===== config.mk =====
export PLATFORM = sky130hd
export DESIGN_NAME = outlier_rejecting_sample_averager
export DESIGN_NICKNAME = d
export VERILOG_FILES = /design/src/hw/rtl/oras_pkg.sv /design/src/hw/rtl/oras_divider.sv /design/src/hw/rtl/outlier_rejecting_sample_averager.sv
export SDC_FILE = /design/constraint.sdc
export NUM_CORES = 1
export LEC_CHECK = 0
export ABC_AREA = 1
export BUFFER_PORTS_ARGS = -buffer_cell sky130_fd_sc_hd__buf_4
export CELL_PAD_IN_SITES_DETAIL_PLACEMENT = 1
export CELL_PAD_IN_SITES_GLOBAL_PLACEMENT = 1
export CORE_MARGIN = 5
export CORE_UTILIZATION = 45
export CTS_BUF_LIST = sky130_fd_sc_hd__clkbuf_4 sky130_fd_sc_hd__clkbuf_8 sky130_fd_sc_hd__clkbuf_16
export CTS_CLUSTER_DIAMETER = 200
export DETAILED_ROUTE_END_ITERATION = 16
export PLACE_DENSITY_LB_ADDON = 0.08
export SETUP_SLACK_MARGIN = 0.5
export SYNTH_ARGS = -nofsm -noshare
export SYNTH_HDL_FRONTEND = slang
export SYNTH_SLANG_ARGS = --single-unit

===== constraint.sdc =====
create_clock -name clk -period 9.22 [get_ports clk]
set_input_delay 1.844 -clock clk [delete_from_list [all_inputs] [get_ports clk]]
set_output_delay 1.844 -clock clk [all_outputs]
set_load 0.01 [all_outputs]

===== src/hw/rtl/oras_pkg.sv =====
// Shared types and constants for the outlier-rejecting sample averager.
package oras_pkg;

  // Field widths of the sample and result items.
  localparam int SAMPLE_W  = 16;
  localparam int CHANNEL_W = 2;
  localparam int COUNT_W   = 7;

  // Configuration port.
  localparam int CFG_INDEX_W = 1;
  localparam int CFG_DATA_W  = 16;
  localparam logic [CFG_INDEX_W-1:0] CFG_NUM_SAMPLES = 1'd0;
  localparam logic [CFG_INDEX_W-1:0] CFG_THRESHOLD   = 1'd1;

  // Register values after reset.
  localparam logic [COUNT_W-1:0]    NUM_SAMPLES_RESET = 7'd8;
  localparam logic [SAMPLE_W-1:0]   THRESHOLD_RESET   = 16'd2000;

  // One input item.
  typedef struct packed {
    logic [CHANNEL_W-1:0]       probe_channel;
    logic signed [SAMPLE_W-1:0] sample;
  } sample_item_t;

  // One result item.
  typedef struct packed {
    logic [CHANNEL_W-1:0]       result_channel;
    logic signed [SAMPLE_W-1:0] average;
    logic [COUNT_W-1:0]         accepted_count;
  } result_item_t;

  // Status of the iterative divider.
  typedef struct packed {
    logic busy;
    logic done;
  } div_status_t;

  // Sequencer states.
  typedef enum logic [2:0] {
    ST_IDLE,
    ST_DIFF,
    ST_ACC,
    ST_DIV_START,
    ST_DIV_WAIT,
    ST_EMIT
  } oras_state_t;

endpackage


===== src/hw/rtl/oras_divider.sv =====
// Iterative restoring divider for unsigned magnitudes, one quotient bit per cycle.
module oras_divider
  import oras_pkg::*;
#(
  parameter int DIVIDEND_W = 23,
  parameter int DIVISOR_W  = 7
) (
  input  logic                  clk,
  input  logic                  rst,
  input  logic                  start,
  input  logic [DIVIDEND_W-1:0] dividend,
  input  logic [DIVISOR_W-1:0]  divisor,
  output logic [DIVIDEND_W-1:0] quotient,
  output div_status_t           status
);

  localparam int CNT_W = $clog2(DIVIDEND_W + 1);

  logic [DIVIDEND_W-1:0] quo;
  logic [DIVISOR_W-1:0]  rem;
  logic [DIVISOR_W-1:0]  dvs;
  logic [CNT_W-1:0]      count;
  logic                  busy;
  logic                  done;
  logic [DIVISOR_W:0]    shifted;
  logic [DIVISOR_W:0]    trial;
  logic                  fits;

  // Shift the next dividend bit into the partial remainder and try a subtract.
  always_comb begin
    shifted = {rem, quo[DIVIDEND_W-1]};
    trial   = shifted - {1'b0, dvs};
    fits    = (shifted >= {1'b0, dvs});
  end

  // Control: the step counter and the busy and done flags.
  always_ff @(posedge clk) begin
    if (rst) begin
      busy  <= 1'b0;
      done  <= 1'b0;
      count <= '0;
    end else begin
      done <= 1'b0;
      if (start) begin
        busy  <= 1'b1;
        count <= CNT_W'(DIVIDEND_W);
      end else if (busy) begin
        count <= count - 1'b1;
        if (count == CNT_W'(1)) begin
          busy <= 1'b0;
          done <= 1'b1;
        end
      end
    end
  end

  // Datapath: remainder and quotient shift registers.
  always_ff @(posedge clk) begin
    if (start) begin
      quo <= dividend;
      rem <= '0;
      dvs <= divisor;
    end else if (busy) begin
      if (fits) begin
        rem <= DIVISOR_W'(trial);
        quo <= {quo[DIVIDEND_W-2:0], 1'b1};
      end else begin
        rem <= DIVISOR_W'(shifted);
        quo <= {quo[DIVIDEND_W-2:0], 1'b0};
      end
    end
  end

  assign quotient    = quo;
  assign status.busy = busy;
  assign status.done = done;

endmodule


===== src/hw/rtl/outlier_rejecting_sample_averager.sv =====
// Top level of the outlier-rejecting sample averager.
// Samples are taken in batches of num_samples (0 acts as 1, values above MAX_SAMPLES act as
// MAX_SAMPLES); the first sample's probe_channel names the channel of the whole batch. Each
// sample is compared with the channel's baseline (its previous batch average, or the first
// positive sample while that baseline is zero) and is summed and counted when the distance is
// below outlier_threshold. At batch end one result carries the truncated mean and the count,
// and the mean becomes the channel's new baseline. Each sample request passes through accept,
// difference and accumulate steps before the next one is taken. The last sample of a batch
// then goes through the restoring divider, which produces one quotient bit per cycle; a batch
// with no accepted sample skips the divider. A finished result waits in an output register,
// so new samples are taken while it is still stalled; a batch ending while the previous
// result is still held waits for that register to empty.
module outlier_rejecting_sample_averager
  import oras_pkg::*;
#(
  parameter int NUM_CHANNELS = 4,
  parameter int MAX_SAMPLES  = 64
) (
  input  logic                   clk,
  input  logic                   rst,
  // Sample channel
  input  logic                   sample_valid,
  output logic                   sample_stall,
  input  sample_item_t           sample_data,
  // Result channel
  output logic                   result_valid,
  input  logic                   result_stall,
  output result_item_t           result_data,
  // Configuration write channel
  input  logic                   cfg_valid,
  output logic                   cfg_ready,
  input  logic [CFG_INDEX_W-1:0] cfg_index,
  input  logic [CFG_DATA_W-1:0]  cfg_data
);

  localparam int IDX_W    = $clog2(MAX_SAMPLES + 1);
  localparam int SUM_W    = SAMPLE_W + IDX_W;
  localparam int CH_IDX_W = (NUM_CHANNELS > 1) ? $clog2(NUM_CHANNELS) : 1;

  oras_state_t state;
  oras_state_t state_next;

  logic [COUNT_W-1:0]          num_samples;
  logic [SAMPLE_W-1:0]         outlier_threshold;

  logic signed [SAMPLE_W-1:0]  channel_baseline [NUM_CHANNELS];
  logic signed [SAMPLE_W-1:0]  working_baseline;
  logic signed [SUM_W-1:0]     running_sum;
  logic [IDX_W-1:0]            valid_tally;
  logic [IDX_W-1:0]            sample_index;
  logic [CHANNEL_W-1:0]        batch_channel;

  logic signed [SAMPLE_W-1:0]  cur_sample;
  logic [SAMPLE_W:0]           diff;
  logic signed [SAMPLE_W-1:0]  average;
  logic                        sum_negative;

  logic                        in_accept;
  logic                        div_start;
  logic                        emit_write;

  logic [IDX_W-1:0]            batch_len;
  logic [IDX_W-1:0]            index_inc;
  logic                        batch_end;
  logic [CH_IDX_W-1:0]         in_slot;
  logic [CH_IDX_W-1:0]         batch_slot;
  logic                        in_has_slot;
  logic                        batch_has_slot;
  logic signed [SAMPLE_W-1:0]  eff_baseline;
  logic [SAMPLE_W:0]           abs_diff;
  logic                        sample_ok;
  logic [SUM_W-1:0]            sum_mag;
  logic [SUM_W-1:0]            quotient;
  logic [SUM_W-1:0]            signed_quo;
  div_status_t                 div_status;

  // Effective batch length and end-of-batch test.
  always_comb begin
    if (num_samples == '0) begin
      batch_len = IDX_W'(1);
    end else if (32'(num_samples) > 32'(MAX_SAMPLES)) begin
      batch_len = IDX_W'(MAX_SAMPLES);
    end else begin
      batch_len = IDX_W'(num_samples);
    end
    index_inc = sample_index + 1'b1;
    batch_end = (index_inc >= batch_len);
  end

  // Baseline slot lookup for the incoming and the current batch channel.
  always_comb begin
    in_slot        = CH_IDX_W'(sample_data.probe_channel);
    batch_slot     = CH_IDX_W'(batch_channel);
    in_has_slot    = (32'(sample_data.probe_channel) < 32'(NUM_CHANNELS));
    batch_has_slot = (32'(batch_channel) < 32'(NUM_CHANNELS));
  end

  // Baseline choice, outlier test and divider operand preparation.
  always_comb begin
    if (working_baseline == '0 && valid_tally == '0 && cur_sample > 0) begin
      eff_baseline = cur_sample;
    end else begin
      eff_baseline = working_baseline;
    end
    abs_diff     = diff[SAMPLE_W] ? (~diff + 1'b1) : diff;
    sample_ok    = (abs_diff < {1'b0, outlier_threshold});
    sum_mag      = running_sum[SUM_W-1] ? SUM_W'(-running_sum) : SUM_W'(running_sum);
    signed_quo   = sum_negative ? (~quotient + 1'b1) : quotient;
  end

  // Sequencer: next state.
  always_comb begin
    state_next = state;
    unique case (state)
      ST_IDLE: begin
        if (in_accept) state_next = ST_DIFF;
      end
      ST_DIFF: begin
        state_next = ST_ACC;
      end
      ST_ACC: begin
        state_next = batch_end ? ST_DIV_START : ST_IDLE;
      end
      ST_DIV_START: begin
        state_next = (valid_tally == '0) ? ST_EMIT : ST_DIV_WAIT;
      end
      ST_DIV_WAIT: begin
        if (div_status.done) state_next = ST_EMIT;
      end
      ST_EMIT: begin
        if (emit_write) state_next = ST_IDLE;
      end
      default: begin
        state_next = ST_IDLE;
      end
    endcase
  end

  // Sequencer: outputs.
  always_comb begin
    sample_stall = 1'b1;
    div_start    = 1'b0;
    emit_write   = 1'b0;
    unique case (state)
      ST_IDLE:      sample_stall = 1'b0;
      ST_DIV_START: div_start = (valid_tally != '0);
      ST_EMIT:      emit_write = !result_valid || !result_stall;
      default: begin
      end
    endcase
  end

  assign in_accept = sample_valid && !sample_stall;
  assign cfg_ready = 1'b1;

  always_ff @(posedge clk) begin
    if (rst) begin
      state <= ST_IDLE;
    end else begin
      state <= state_next;
    end
  end

  // Configuration registers.
  always_ff @(posedge clk) begin
    if (rst) begin
      num_samples       <= NUM_SAMPLES_RESET;
      outlier_threshold <= THRESHOLD_RESET;
    end else if (cfg_valid && cfg_ready) begin
      unique case (cfg_index)
        CFG_NUM_SAMPLES: num_samples       <= cfg_data[COUNT_W-1:0];
        CFG_THRESHOLD:   outlier_threshold <= cfg_data;
        default: begin
        end
      endcase
    end
  end

  // Batch state: baselines, running sum, tally and sample position.
  always_ff @(posedge clk) begin
    if (rst) begin
      for (int i = 0; i < NUM_CHANNELS; i++) channel_baseline[i] <= '0;
      working_baseline <= '0;
      running_sum      <= '0;
      valid_tally      <= '0;
      sample_index     <= '0;
      batch_channel    <= '0;
    end else begin
      if (in_accept && sample_index == '0) begin
        batch_channel    <= sample_data.probe_channel;
        working_baseline <= in_has_slot ? channel_baseline[in_slot] : '0;
        running_sum      <= '0;
        valid_tally      <= '0;
      end
      if (state == ST_DIFF) begin
        working_baseline <= eff_baseline;
      end
      if (state == ST_ACC) begin
        if (sample_ok) begin
          running_sum <= running_sum + SUM_W'(cur_sample);
          valid_tally <= valid_tally + 1'b1;
        end
        sample_index <= batch_end ? '0 : index_inc;
      end
      if (emit_write && batch_has_slot) begin
        channel_baseline[batch_slot] <= average;
      end
    end
  end

  // Sample capture, difference register and batch average.
  always_ff @(posedge clk) begin
    if (in_accept) begin
      cur_sample <= sample_data.sample;
    end
    if (state == ST_DIFF) begin
      diff <= {cur_sample[SAMPLE_W-1], cur_sample} - {eff_baseline[SAMPLE_W-1], eff_baseline};
    end
    if (state == ST_DIV_START) begin
      sum_negative <= running_sum[SUM_W-1];
      average      <= '0;
    end
    if (div_status.done) begin
      average <= SAMPLE_W'(signed_quo);
    end
  end

  // Output register.
  always_ff @(posedge clk) begin
    if (rst) begin
      result_valid <= 1'b0;
    end else if (emit_write) begin
      result_valid <= 1'b1;
    end else if (!result_stall) begin
      result_valid <= 1'b0;
    end
  end

  always_ff @(posedge clk) begin
    if (emit_write) begin
      result_data.result_channel <= batch_channel;
      result_data.average        <= average;
      result_data.accepted_count <= COUNT_W'(valid_tally);
    end
  end

  oras_divider #(
    .DIVIDEND_W (SUM_W),
    .DIVISOR_W  (IDX_W)
  ) u_divider (
    .clk      (clk),
    .rst      (rst),
    .start    (div_start),
    .dividend (sum_mag),
    .divisor  (valid_tally),
    .quotient (quotient),
    .status   (div_status)
  );

  // The tally never exceeds the number of samples already taken in the batch.
  a_tally_bounded: assert property (@(posedge clk) disable iff (rst)
    (state == ST_ACC) |-> (valid_tally <= sample_index))
    else $error("valid tally exceeds samples taken");

  // The divider reports completion only while the sequencer waits for it.
  a_done_in_wait: assert property (@(posedge clk) disable iff (rst)
    div_status.done |-> (state == ST_DIV_WAIT))
    else $error("divider done outside wait state");

  // While waiting, the divider is either still working or finishing.
  a_wait_has_divider: assert property (@(posedge clk) disable iff (rst)
    (state == ST_DIV_WAIT) |-> (div_status.busy || div_status.done))
    else $error("waiting on an idle divider");

  // A result written at batch end is presented on the next cycle.
  a_emit_presents: assert property (@(posedge clk) disable iff (rst)
    emit_write |=> (result_valid && state == ST_IDLE))
    else $error("batch result not presented");

endmodule


==> metrics.csv, run 1 <==
stage,metric,value,unit
critical_path,start_kind,flop,
critical_path,crit_path_start,diff[0],
floorplan,die-area,0.03641,mm²
outcome,status,completed,
clock_network,clockBufferDepth,3,
sta,fmax,239.1,MHz
yosys,ys_seq_area_share,47.56,%
sta,period_needed,4.182,ns
placed_design,io_buffers,66,
finish,nets,1948,
hold_path,hp-class,reg2reg,
finish,finish.instance_area,0.01661,mm²
global_route,antenna_found_initial,0,
yosys,synth_edf_count,169,
yosys,syn-num-nets,1899,
yosys,ys_types,53,
global_route,grt_pass1_wl,66600,µm
sta,hold_viol_final,0,
sta,drv_slew,0,
routing,wire_per_inst,18.29,µm
placed_design,gp_congestion,0.8490,
sta,finalSetupViolCount,0,
pwr,ir_drop,126.1,µV
floorplan,core_area,0.03237,mm²
sta,hold_ws,0.4513,ns
sta,clock_skew,0.01031,ns
routing,first_pass_iters,5,
yosys,synth_fa_ha_area_share,6.531,%
yosys,synth_top_family_by_area,simple AND/OR/NAND/NOR gates,
global_route,grt_usage,22.77,%
routing,drt_wl_total,42030,µm
routing,via_count,12320,
yosys,synth_compound_area_share,12.12,%
critical_path,endpoint_kind,flop,
clock_network,cts.repair.resized,0,
pwr,p_clk_share,36.6,%
pwr,p_sw,0.001039,W
finish,area_growth,12.88,%
clock_network,cts_root_buf,clkbuf_16,
critical_path,critical_path_arrival,4.62,ns
yosys,synth_mux_area_share,0,%
yosys,async_flop_share,0,%
global_route,grt_pass1_vias,12630,
critical_path,cp_slowest_cell,nand3_2,
critical_path,criticalPathCategory,reg2reg,
pwr,leakagePower,7.060,nW
yosys,ys.flop_type,edfxtp_1,
critical_path,r2r_setup_slack,5.04,ns
critical_path,crit_chain,inv_1 -> ha_1 -> inv_1 -> nor3_2 -> nand2_1 -> nor3_1 -> a21oi_1 -> xor2_1 -> ha_1 -> a21oi_1 -> nor2_1 -> a211oi_1 -> o21ai_1 -> nor2_4 -> nand3_2 -> o21ai_0 -> nor2_1,
pwr,p_sw_share,30.88,%
routing,route.antenna.remaining_nets,0,
sta,max_slew.worst_pin.slew,1.041,ns
clock_network,clock_latency,0.55,ns
yosys,ys_ff_latch,265,
yosys,synthCells,1784,
finish,antenna_cells,0,
clock_network,cts_tree,yes,
clock_network,post_cts_buffers,0,
clock_network,hold_buffers,0,
sta,grt_setup_unrepaired,false,
pwr,power_density,202.6,mW/mm²
routing,initialDrtViolationCount,734,
critical_path,worstReg2RegStart,diff[0],
floorplan,start_util,45.45,%
floorplan,io_pins,68,
pwr,intPower,0.002326,W
critical_path,critPathRequiredTime,9.66,ns
pwr,comb_power_share,21.4,%
yosys,ys_warn_count,0,
clock_network,cts_buffers,30,
hold_path,worstHoldStart,average[14],
floorplan,fp.dieH,190.8,µm
yosys,syn_avg_cell_area,8.247,µm²
yosys,synth-simple-area-share,21.95,%
placed_design,placed_area,0.01559,mm²
clock_network,cts_sinks,265,
placed_design,dp.final_hpwl,31410,µm
global_route,grt_max_degree,55,
run,maxCapViolCount,0,
routing,vias_per_cell,5.362,
sta,period_share,45.36,%
routing,drc_errors,0,
critical_path,path_max_fanout,39,
floorplan,die_w,190.8,µm
yosys,synth-xor-area-share,4.286,%
finish,final_layout_size_suffix_gt1_share,8.513,%
floorplan,rows,66,
critical_path,max_stage_delay,0.76,ns
finish,fill_cells,3899,
pwr,seqPwrFrac,42.0,%
yosys,netlist_area,0.01471,mm²
sta,tns,0,ns
clock_network,h-tree-depth,1,
global_route,gr-total-overflow,0,
clock_network,clk_pin_slew_worst_paths,0.06,ns
sta,relSlewSlack,30.53,%
==> path summary, 6_finish.rpt <==
| check | end | depth (start not counted) |
|---|---|---|
| min | result_data[21] | 0 |
| max reg2reg | running_sum[0] | 17 |
| min reg2reg | result_data[21] | 0 |
| max | running_sum[0] | 17 |
==> Yosys cell counts (all sizes together) (5+ instances only) <==
cell type	n	area (µm²)
a21o	5	37.54
nand2	321	1210
nand3	65	340.3
a31oi	17	106.4
nand3b	6	48.80
ha	72	900.9
o22ai	19	118.9
xnor2	16	140.1
o21ai	138	694.4
nor3	43	250.2
a21oi	115	575.6
a211oi	5	37.54
edfxtp	169	5075
o211ai	11	82.58
nand4	36	225.2
xor2	56	490.5
inv	224	840.8
nor2	274	1049
dfxtp	96	1922
buf	19	106.4
clkbuf	39	146.4
==> metal layers <==
metal  global-route usage, %  vias up  part of all wire [%]
li1                        -     6059                     -
met5                       0        -                     0
met3                   2.563       64                   4.1
met1                   28.98     5983                    43
met2                   41.46      217                    50
met4                   5.497        0                   2.5
==> power groups by stage <==
stage	combinational, W	sequential [W]	clock (W)
after floorplan	0.000534	0.00141	0
after global placement	0.000693	0.00144	0
after detailed placement	0.000722	0.00144	0
after CTS	0.000728	0.00141	0.00125
final	0.000721	0.00141	0.00123
after global routing	0.000821	0.00142	0.00130
==> kinds of logic after synthesis <==
family	Yosys count
other	1
AO/OA/AOI/OAI	326
buffers and inverters	286
XOR/XNOR	72
AND/OR/NAND/NOR	759
flip-flops	265
adder cells (fa/ha/maj)	75
==> stage by stage <==
| stage | setup slack [ns] | util (%) | total power (W) | std cells |
|---|---|---|---|---|
| after global placement | 5.113 | 48.16 | 0.002129 | 2243 |
| after floorplan | 4.711 | - | 0.001943 | 1784 |
| after CTS | 4.987 | 51.31 | 0.003395 | 2298 |
| after detailed placement | 4.996 | 48.16 | 0.002161 | 2243 |
| after global routing | 4.537 | 51.31 | 0.003547 | 2298 |
| final | 5.038 | 51.31 | 0.003365 | 2298 |
==> critical path: cells and delay by family, from the launching register on <==
kind,cells,cell delay [ns]
simple gates,7,1.89
compound gates,5,1.00
fa+ha+maj,2,0.45
flops,1,0.36
buf+inv,2,0.17
xor+xnor,1,0.16
==> state kept, by name, indices dropped and copies added (netlist names), 2 cells and up <==
name	count
average	16
batch_channel	2
channel_baseline	64
cur_sample	16
diff	17
num_samples	7
outlier_threshold	16
result_data	25
running_sum	23
sample_index	7
state	3
u_divider.count	5
u_divider.dvs	7
u_divider.quotient	23
u_divider.rem	7
valid_tally	7
working_baseline	16
==> layout by cell type (no fill, tap or decap), types with 19 or more instances in the layout <==
cell	count
a21oi_1	115
buf_4	75
ha_1	72
nand3_1	62
nand4_1	36
nand2_1	319
edfxtp_1	169
nor2_1	269
xor2_1	56
inv_1	218
o22ai_1	19
dfxtp_1	96
o21ai_0	134
nor3_1	36
clkbuf_16	31
==> final cells by class <==
type | instances | area, µm² | share of cell area (%)
timing repair buffer | 75 | 563.0 | 3.390
clock buffer | 41 | 869.6 | 5.236
inverter | 228 | 855.8 | 5.153
clock inverter | 14 | 148.9 | 0.8965
sequential | 265 | 6997 | 42.13
tap | 442 | 553.0 | 3.330
multi-input combinational | 1233 | 6621 | 39.87
No activity file was read; power rests on OpenSTA's default activity.
==> inputs of run 2 (changes only) <==
- clock period: 9.22 -> 4.05 ns (I/O delays scaled with it)
==> metrics.csv, run 2 (same netlist as run 1, synthesis figures left out) <==
stage,metric,value,unit,change
outcome,status,completed,,unchanged
sta,drv_slew,0,,unchanged
sta,grt_setup_unrepaired,false,,unchanged
finish,largest_registers,"channel_baseline (64), result_data (25)",,unchanged
critical_path,path_common_cell,nand2_1,,
finish,layout_common_cells,"319 x nand2_1, 269 x nor2_1, 217 x inv_1, 169 x edfxtp_1, 133 x o21ai_0",,"was 319 x nand2_1, 269 x nor2_1, 218 x inv_1, 169 x edfxtp_1, 134 x o21ai_0"
routing,drc_errors,0,,unchanged
routing,first_pass_iters,5,,unchanged
sta,period_needed,3.223,ns,was 4.182 ns
floorplan,fp.dieH,190.8,µm,unchanged
floorplan,io_pins,68,,unchanged
finish,largest_register_ffs,64,,unchanged
sta,clock_skew,0.009618,ns,was 0.01031 ns
floorplan,die_w,190.8,µm,unchanged
sta,max_slew.worst_pin.slew,1.060,ns,was 1.041 ns
sta,relSlewSlack,29.27,%,was 30.53%
global_route,gr-total-overflow,0,,unchanged
run,maxCapViolCount,0,,unchanged
routing,route.antenna.remaining_nets,0,,unchanged
critical_path,endpoint_kind,flop,,unchanged
critical_path,start_kind,flop,,unchanged
finish,final_layout_size_suffix_gt1_share,9.261,%,was 8.513%
pwr,intPower,0.005328,W,was 0.002326 W
pwr,seqPwrFrac,41.7,%,was 42.0%
routing,via_count,12480,,"was 12,320"
sta,hold_viol_final,0,,unchanged
sta,fin_ws,0.8269,ns,was 5.038 ns
critical_path,critical_path_arrival,3.54,ns,was 4.62 ns
finish,final_util,51.70,%,was 51.31%
pwr,leakagePower,7.139,nW,was 7.060 nW
clock_network,clock_latency,0.56,ns,was 0.55 ns
global_route,grt_usage,22.99,%,was 22.77%
sta,finalSetupViolCount,0,,unchanged
finish,antenna_cells,0,,unchanged
placed_design,pre_cts_ws,0.5370,ns,was 4.996 ns
placed_design,dp.cells,2251,,"was 2,243"
routing,drt_wl_total,42340,µm,"was 42,030 µm"
global_route,grt_pass1_vias,13130,,"was 12,630"
routing,vias_per_cell,5.401,,was 5.362
placed_design,dp.final_hpwl,31440,µm,"was 31,410 µm"
clock_network,clk_pin_slew_worst_paths,0.06,ns,about the same
finish,area_growth,13.76,%,was 12.88%
global_route,grt_max_degree,44,,was 55
critical_path,path_buf_inv,5,,was 2
critical_path,max_stage_delay,0.37,ns,was 0.76 ns
finish,seqCellArea,0.006997,mm²,unchanged
critical_path,critPathRequiredTime,4.37,ns,was 9.66 ns
clock_network,cts_root_buf,clkbuf_16,,unchanged
placed_design,gp_congestion,0.8740,,was 0.8490
pwr,comb_power_share,21.8,%,was 21.4%
finish,stdcell_count,2310,,"was 2,298"
floorplan,core_area,0.03237,mm²,unchanged
clock_network,clockBufferDepth,3,,unchanged
finish,multi_input_area,0.006643,mm²,was 0.006621 mm²
finish,nets,1961,,"was 1,948"
global_route,grt_pass1_wl,67620,µm,"was 66,600 µm"
finish,final_common_cell,nand2_1,,unchanged
hold_path,hp-class,in2reg,,was reg2reg
clock_network,cts_sinks,265,,unchanged
finish,fill_cells,3935,,"was 3,899"
floorplan,die-area,0.03641,mm²,unchanged
critical_path,crit_chain,inv_1 -> ha_1 -> inv_1 -> nor2_1 -> nand3_2 -> nor2_1 -> nand3_1 -> inv_2 -> nand2_1 -> nand2_1 -> inv_1 -> ha_1 -> nand2_1 -> nor2_1 -> a211oi_2 -> nor2_1 -> o21ai_0 -> nand2_1 -> inv_1 -> o21bai_2 -> nand2_1 -> nand2_1 -> nand2_1 -> nand2_1,,was inv_1 -> ha_1 -> inv_1 -> nor3_2 -> nand2_1 -> nor3_1 -> a21oi_1 -> xor2_1 -> ha_1 -> a21oi_1 -> nor2_1 -> a211oi_1 -> o21ai_1 -> nor2_4 -> nand3_2 -> o21ai_0 -> nor2_1
pwr,power_density,460.7,mW/mm²,was 202.6 mW/mm²
routing,initialDrtViolationCount,671,,was 734
clock_network,cts_tree,yes,,unchanged
clock_network,cts_buffers,30,,unchanged
global_route,antenna_found_initial,0,,unchanged
clock_network,h-tree-depth,1,,unchanged
sta,period_share,79.58,%,was 45.36%
sta,fmax,310.3,MHz,was 239.1 MHz
floorplan,rows,66,,unchanged
routing,wire_per_inst,18.33,µm,was 18.29 µm
critical_path,criticalPathCategory,reg2reg,,unchanged
critical_path,critPathTopFamily,simple AND/OR/NAND/NOR gates,,unchanged
floorplan,start_util,45.45,%,unchanged
critical_path,path_max_fanout,10,,was 39
critical_path,cp_slowest_cell,dfxtp_1,,was nand3_2
pwr,p_sw_share,30.90,%,was 30.88%
pwr,p_clk_share,36.5,%,was 36.6%
sta,tns,0,ns,unchanged
pwr,p_sw,0.002383,W,was 0.001039 W
pwr,ir_drop,317.3,µV,was 126.1 µV
placed_design,io_buffers,66,,unchanged
finish,regMostFlops,channel_baseline,,unchanged
[run 2: worst paths after layout]
| path | to | cells past startpoint | startpoint | slack [ns] |
|---|---|---|---|---|
| worst max-delay path | diff[15] | 24 | valid_tally[0] | 0.83 |
| worst min-delay path | cur_sample[6] | 1 | sample_data[6] | 0.43 |
| worst max register to register | diff[15] | 24 | valid_tally[0] | 0.83 |
| worst min register to register | result_data[11] | 0 | average[4] | 0.46 |
[run 2: routing by layer]
layer | vias up | part of all wire [%] | routed length (µm) | GRT usage [%]
met5 | - | 0 | 0 | 0
met4 | 0 | 2.9 | 1216 | 6.823
met3 | 68 | 3.6 | 1510 | 2.819
met2 | 198 | 52 | 22150 | 43.02
met1 | 6118 | 41 | 17460 | 27.57
li1 | 6092 | - | - | -
[run 2: cell type report]
type | instances | area share [%]
Timing Repair Buffer | 88 | 4.022
Clock inverter | 17 | 1.166
Multi-Input combinational cell | 1233 | 39.69
Inverter | 228 | 5.113
Sequential cell | 265 | 41.80
Tap cell | 442 | 3.304
Clock buffer | 37 | 4.904
[run 2: power groups by stage]
stage	sequential [W]	clock, W	combinational (W)
after global routing	0.00323	0.00298	0.00192
after detailed placement	0.00327	0	0.00167
final	0.00322	0.00281	0.00168
after floorplan	0.00321	0	0.00121
after CTS	0.00322	0.00286	0.00168
after global placement	0.00327	0	0.00160
[run 2: worst reg2reg max path, cell delays in order, from the launching register on]
cell,delay (ns)
dfxtp_1,0.37
inv_1,0.08
ha_1,0.14
inv_1,0.04
nor2_1,0.10
nand3_2,0.16
nor2_1,0.13
nand3_1,0.13
inv_2,0.17
nand2_1,0.08
nand2_1,0.08
inv_1,0.05
ha_1,0.34
nand2_1,0.10
nor2_1,0.05
a211oi_2,0.20
nor2_1,0.06
o21ai_0,0.16
nand2_1,0.14
inv_1,0.09
o21bai_2,0.09
nand2_1,0.09
nand2_1,0.05
nand2_1,0.06
nand2_1,0.05
[run 2: timing repair]
item	CTS	global route
hold endpoints to repair	0	0
setup buffers	0	5
endpoints found under the setup margin	0	38
resized for setup	0	9
hold buffers	0	0
[run 2: per-stage QoR]
step	instance area [µm²]	power, W	hold WS [ns]
2_1_floorplan	14710	0.004422	0.4064
3_3_place_gp	15650	0.004867	0.4382
3_5_place_dp	15650	0.004941	0.4457
4_1_cts	16670	0.007757	0.4037
5_1_grt	16740	0.008129	0.4124
6_report	16740	0.007710	0.4296
==> inputs of run 3 (changes only) <==
- clock period: 4.05 -> 3 ns (I/O delays scaled with it)
==> metrics.csv, run 3 (same netlist as run 1, synthesis figures left out) <==
stage,metric,value,unit,change
outcome,status,"finished, violations left",,was completed
outcome,violations,negative setup slack,,
placed_design,pre_cts_ws,-0.02219,ns,was 0.5370 ns
pwr,power_density,630.1,mW/mm²,was 460.7 mW/mm²
critical_path,path_buf_inv,20,,was 5
finish,largest_register_ffs,64,,unchanged
routing,first_pass_iters,5,,unchanged
routing,initialDrtViolationCount,567,,was 671
clock_network,cts_root_buf,clkbuf_16,,unchanged
run,maxCapViolCount,0,,unchanged
clock_network,clock_latency,0.56,ns,about the same
routing,wire_per_inst,19.55,µm,was 18.33 µm
clock_network,cts_sinks,265,,unchanged
pwr,leakagePower,7.792,nW,was 7.139 nW
critical_path,critical_path_arrival,3.59,ns,was 3.54 ns
finish,nets,2054,,"was 1,961"
sta,grt_setup_unrepaired,true,,was false
critical_path,criticalPathCategory,reg2reg,,unchanged
critical_path,critPathRequiredTime,3.48,ns,was 4.37 ns
critical_path,critPathTopFamily,buffers and inverters,,was simple AND/OR/NAND/NOR gates
floorplan,die_w,190.8,µm,unchanged
routing,via_count,13080,,"was 12,480"
floorplan,rows,66,,unchanged
critical_path,start_kind,flop,,unchanged
critical_path,crit_chain,inv_2 -> buf_4 -> buf_4 -> buf_4 -> buf_4 -> buf_4 -> buf_4 -> buf_4 -> buf_4 -> buf_4 -> buf_4 -> buf_4 -> buf_4 -> buf_4 -> buf_4 -> buf_4 -> buf_4 -> buf_4 -> buf_4 -> buf_4 -> nand2_2 -> nand2_1 -> nor2_1,,was inv_1 -> ha_1 -> inv_1 -> nor2_1 -> nand3_2 -> nor2_1 -> nand3_1 -> inv_2 -> nand2_1 -> nand2_1 -> inv_1 -> ha_1 -> nand2_1 -> nor2_1 -> a211oi_2 -> nor2_1 -> o21ai_0 -> nand2_1 -> inv_1 -> o21bai_2 -> nand2_1 -> nand2_1 -> nand2_1 -> nand2_1
global_route,grt_pass1_wl,71950,µm,"was 67,620 µm"
floorplan,core_area,0.03237,mm²,unchanged
finish,final_layout_size_suffix_gt1_share,20.69,%,was 9.261%
sta,max_slew.worst_pin.slew,1.045,ns,was 1.060 ns
hold_path,hp-class,in2reg,,unchanged
critical_path,endpoint_kind,flop,,unchanged
global_route,grt_usage,24.55,%,was 22.99%
sta,drv_slew,0,,unchanged
floorplan,die-area,0.03641,mm²,unchanged
sta,hold_ws,0.2131,ns,was 0.4296 ns
sta,hold_viol_final,0,,unchanged
clock_network,clockBufferDepth,3,,unchanged
sta,fmax,321.3,MHz,was 310.3 MHz
finish,antenna_cells,0,,unchanged
critical_path,cp_slowest_cell,dfxtp_2,,was dfxtp_1
clock_network,cts_buffers,31,,was 30
finish,area_growth,24.99,%,was 13.76%
clock_network,h-tree-depth,1,,unchanged
sta,finalSetupViolCount,8,,was 0
global_route,grt_pass1_vias,13640,,"was 13,130"
clock_network,clk_pin_slew_worst_paths,0.07,ns,was 0.06 ns
placed_design,gp_congestion,0.9031,,was 0.8740
routing,vias_per_cell,5.441,,was 5.401
clock_network,cts_tree,yes,,unchanged
global_route,grt_max_degree,44,,unchanged
finish,layout_common_cells,"278 x nand2_1, 255 x nor2_1, 195 x inv_1, 169 x edfxtp_1, 164 x buf_4",,"was 319 x nand2_1, 269 x nor2_1, 217 x inv_1, 169 x edfxtp_1, 133 x o21ai_0"
routing,drt_wl_total,47000,µm,"was 42,340 µm"
sta,period_share,103.7,%,was 79.58%
finish,final_common_cell,nand2_1,,unchanged
pwr,p_total,0.01159,W,was 0.007710 W
finish,largest_registers,"channel_baseline (64), result_data (25)",,unchanged
pwr,ir_drop,506.6,µV,was 317.3 µV
floorplan,fp.dieH,190.8,µm,unchanged
floorplan,start_util,45.45,%,unchanged
routing,route.antenna.remaining_nets,0,,unchanged
placed_design,io_buffers,66,,unchanged
sta,clock_skew,0.01524,ns,was 0.009618 ns
critical_path,max_stage_delay,0.34,ns,was 0.37 ns
sta,period_needed,3.112,ns,was 3.223 ns
placed_design,dp.final_hpwl,32170,µm,"was 31,440 µm"
critical_path,path_max_fanout,2,,was 10
finish,regMostFlops,channel_baseline,,unchanged
routing,drc_errors,0,,unchanged
global_route,gr-total-overflow,0,,unchanged
sta,fin_ws,-0.1121,ns,was 0.8269 ns
floorplan,io_pins,68,,unchanged
critical_path,path_common_cell,buf_4,,was nand2_1
sta,relSlewSlack,30.34,%,was 29.27%
global_route,antenna_found_initial,0,,unchanged
[run 3: cell count changes in the layout (fill, tap and decap cells not counted), moves of 9 or more]
cell     change
nand3_1     -16
nand2_2     +34
a21oi_1     -10
ha_1        -14
nand2_1     -41
o21ai_0      -9
inv_2       +18
nor2_1      -14
inv_1       -22
ha_4        +12
buf_4       +77
[run 3: layer usage]
layer  global-route usage (%)  vias to the layer above  wire length, µm
met4                    6.436                        0             1534
li1                         -                     6285                -
met3                    2.691                      105             1638
met5                        0                        -                0
met2                    46.11                      280            24270
met1                    29.86                     6410            19560
[run 3: where the power goes]
group	switching (W)	leakage (nW)	internal, W
Combinational	0.00193	4.85	0.00124
Clock	0.00155	0.532	0.00256
Sequential	0.000173	2.41	0.00414
[run 3: worst paths after layout]
path	start	endpoint	slack [ns]	depth (start not counted)
setup reg to reg	valid_tally[1]	valid_tally[1]	-0.11	23
hold reg to reg	average[7]	result_data[14]	0.45	0
setup / recovery	valid_tally[1]	valid_tally[1]	-0.11	23
hold / removal	sample_data[10]	cur_sample[10]	0.21	1
[run 3: final cells by class]
| type | instances | area (µm²) |
|---|---|---|
| fillers | 3800 | 13980 |
| clock inverters | 25 | 326.6 |
| inverters | 228 | 865.8 |
| multi-input cells | 1233 | 7350 |
| clock buffers | 31 | 775.7 |
| repair buffers | 180 | 1516 |
| well taps | 442 | 553.0 |
| flip-flops and latches | 265 | 7002 |
[run 3: what timing repair did]
action / CTS / global route
endpoints found under the hold margin: 0 / 0
buffers inserted: 37 / 16
resized for setup: 100 / 80
pin swaps: 31 / 27
hold buffers: 0 / 0
setup endpoints to repair: 50 / 61
cloned: 1 / 2
[run 3: metrics by stage]
stage / std cells / util, % / cell area [µm²] / setup TNS, ns
after CTS: 2386 / 55.28 / 17890 / 0
after global placement: 2292 / 49.72 / 16090 / 0
after floorplan: 1784 / - / 14840 / 0
after detailed placement: 2292 / 49.72 / 16090 / -0.1713
after global routing: 2404 / 56.81 / 18390 / -8.926
final: 2404 / 56.81 / 18390 / -0.3051
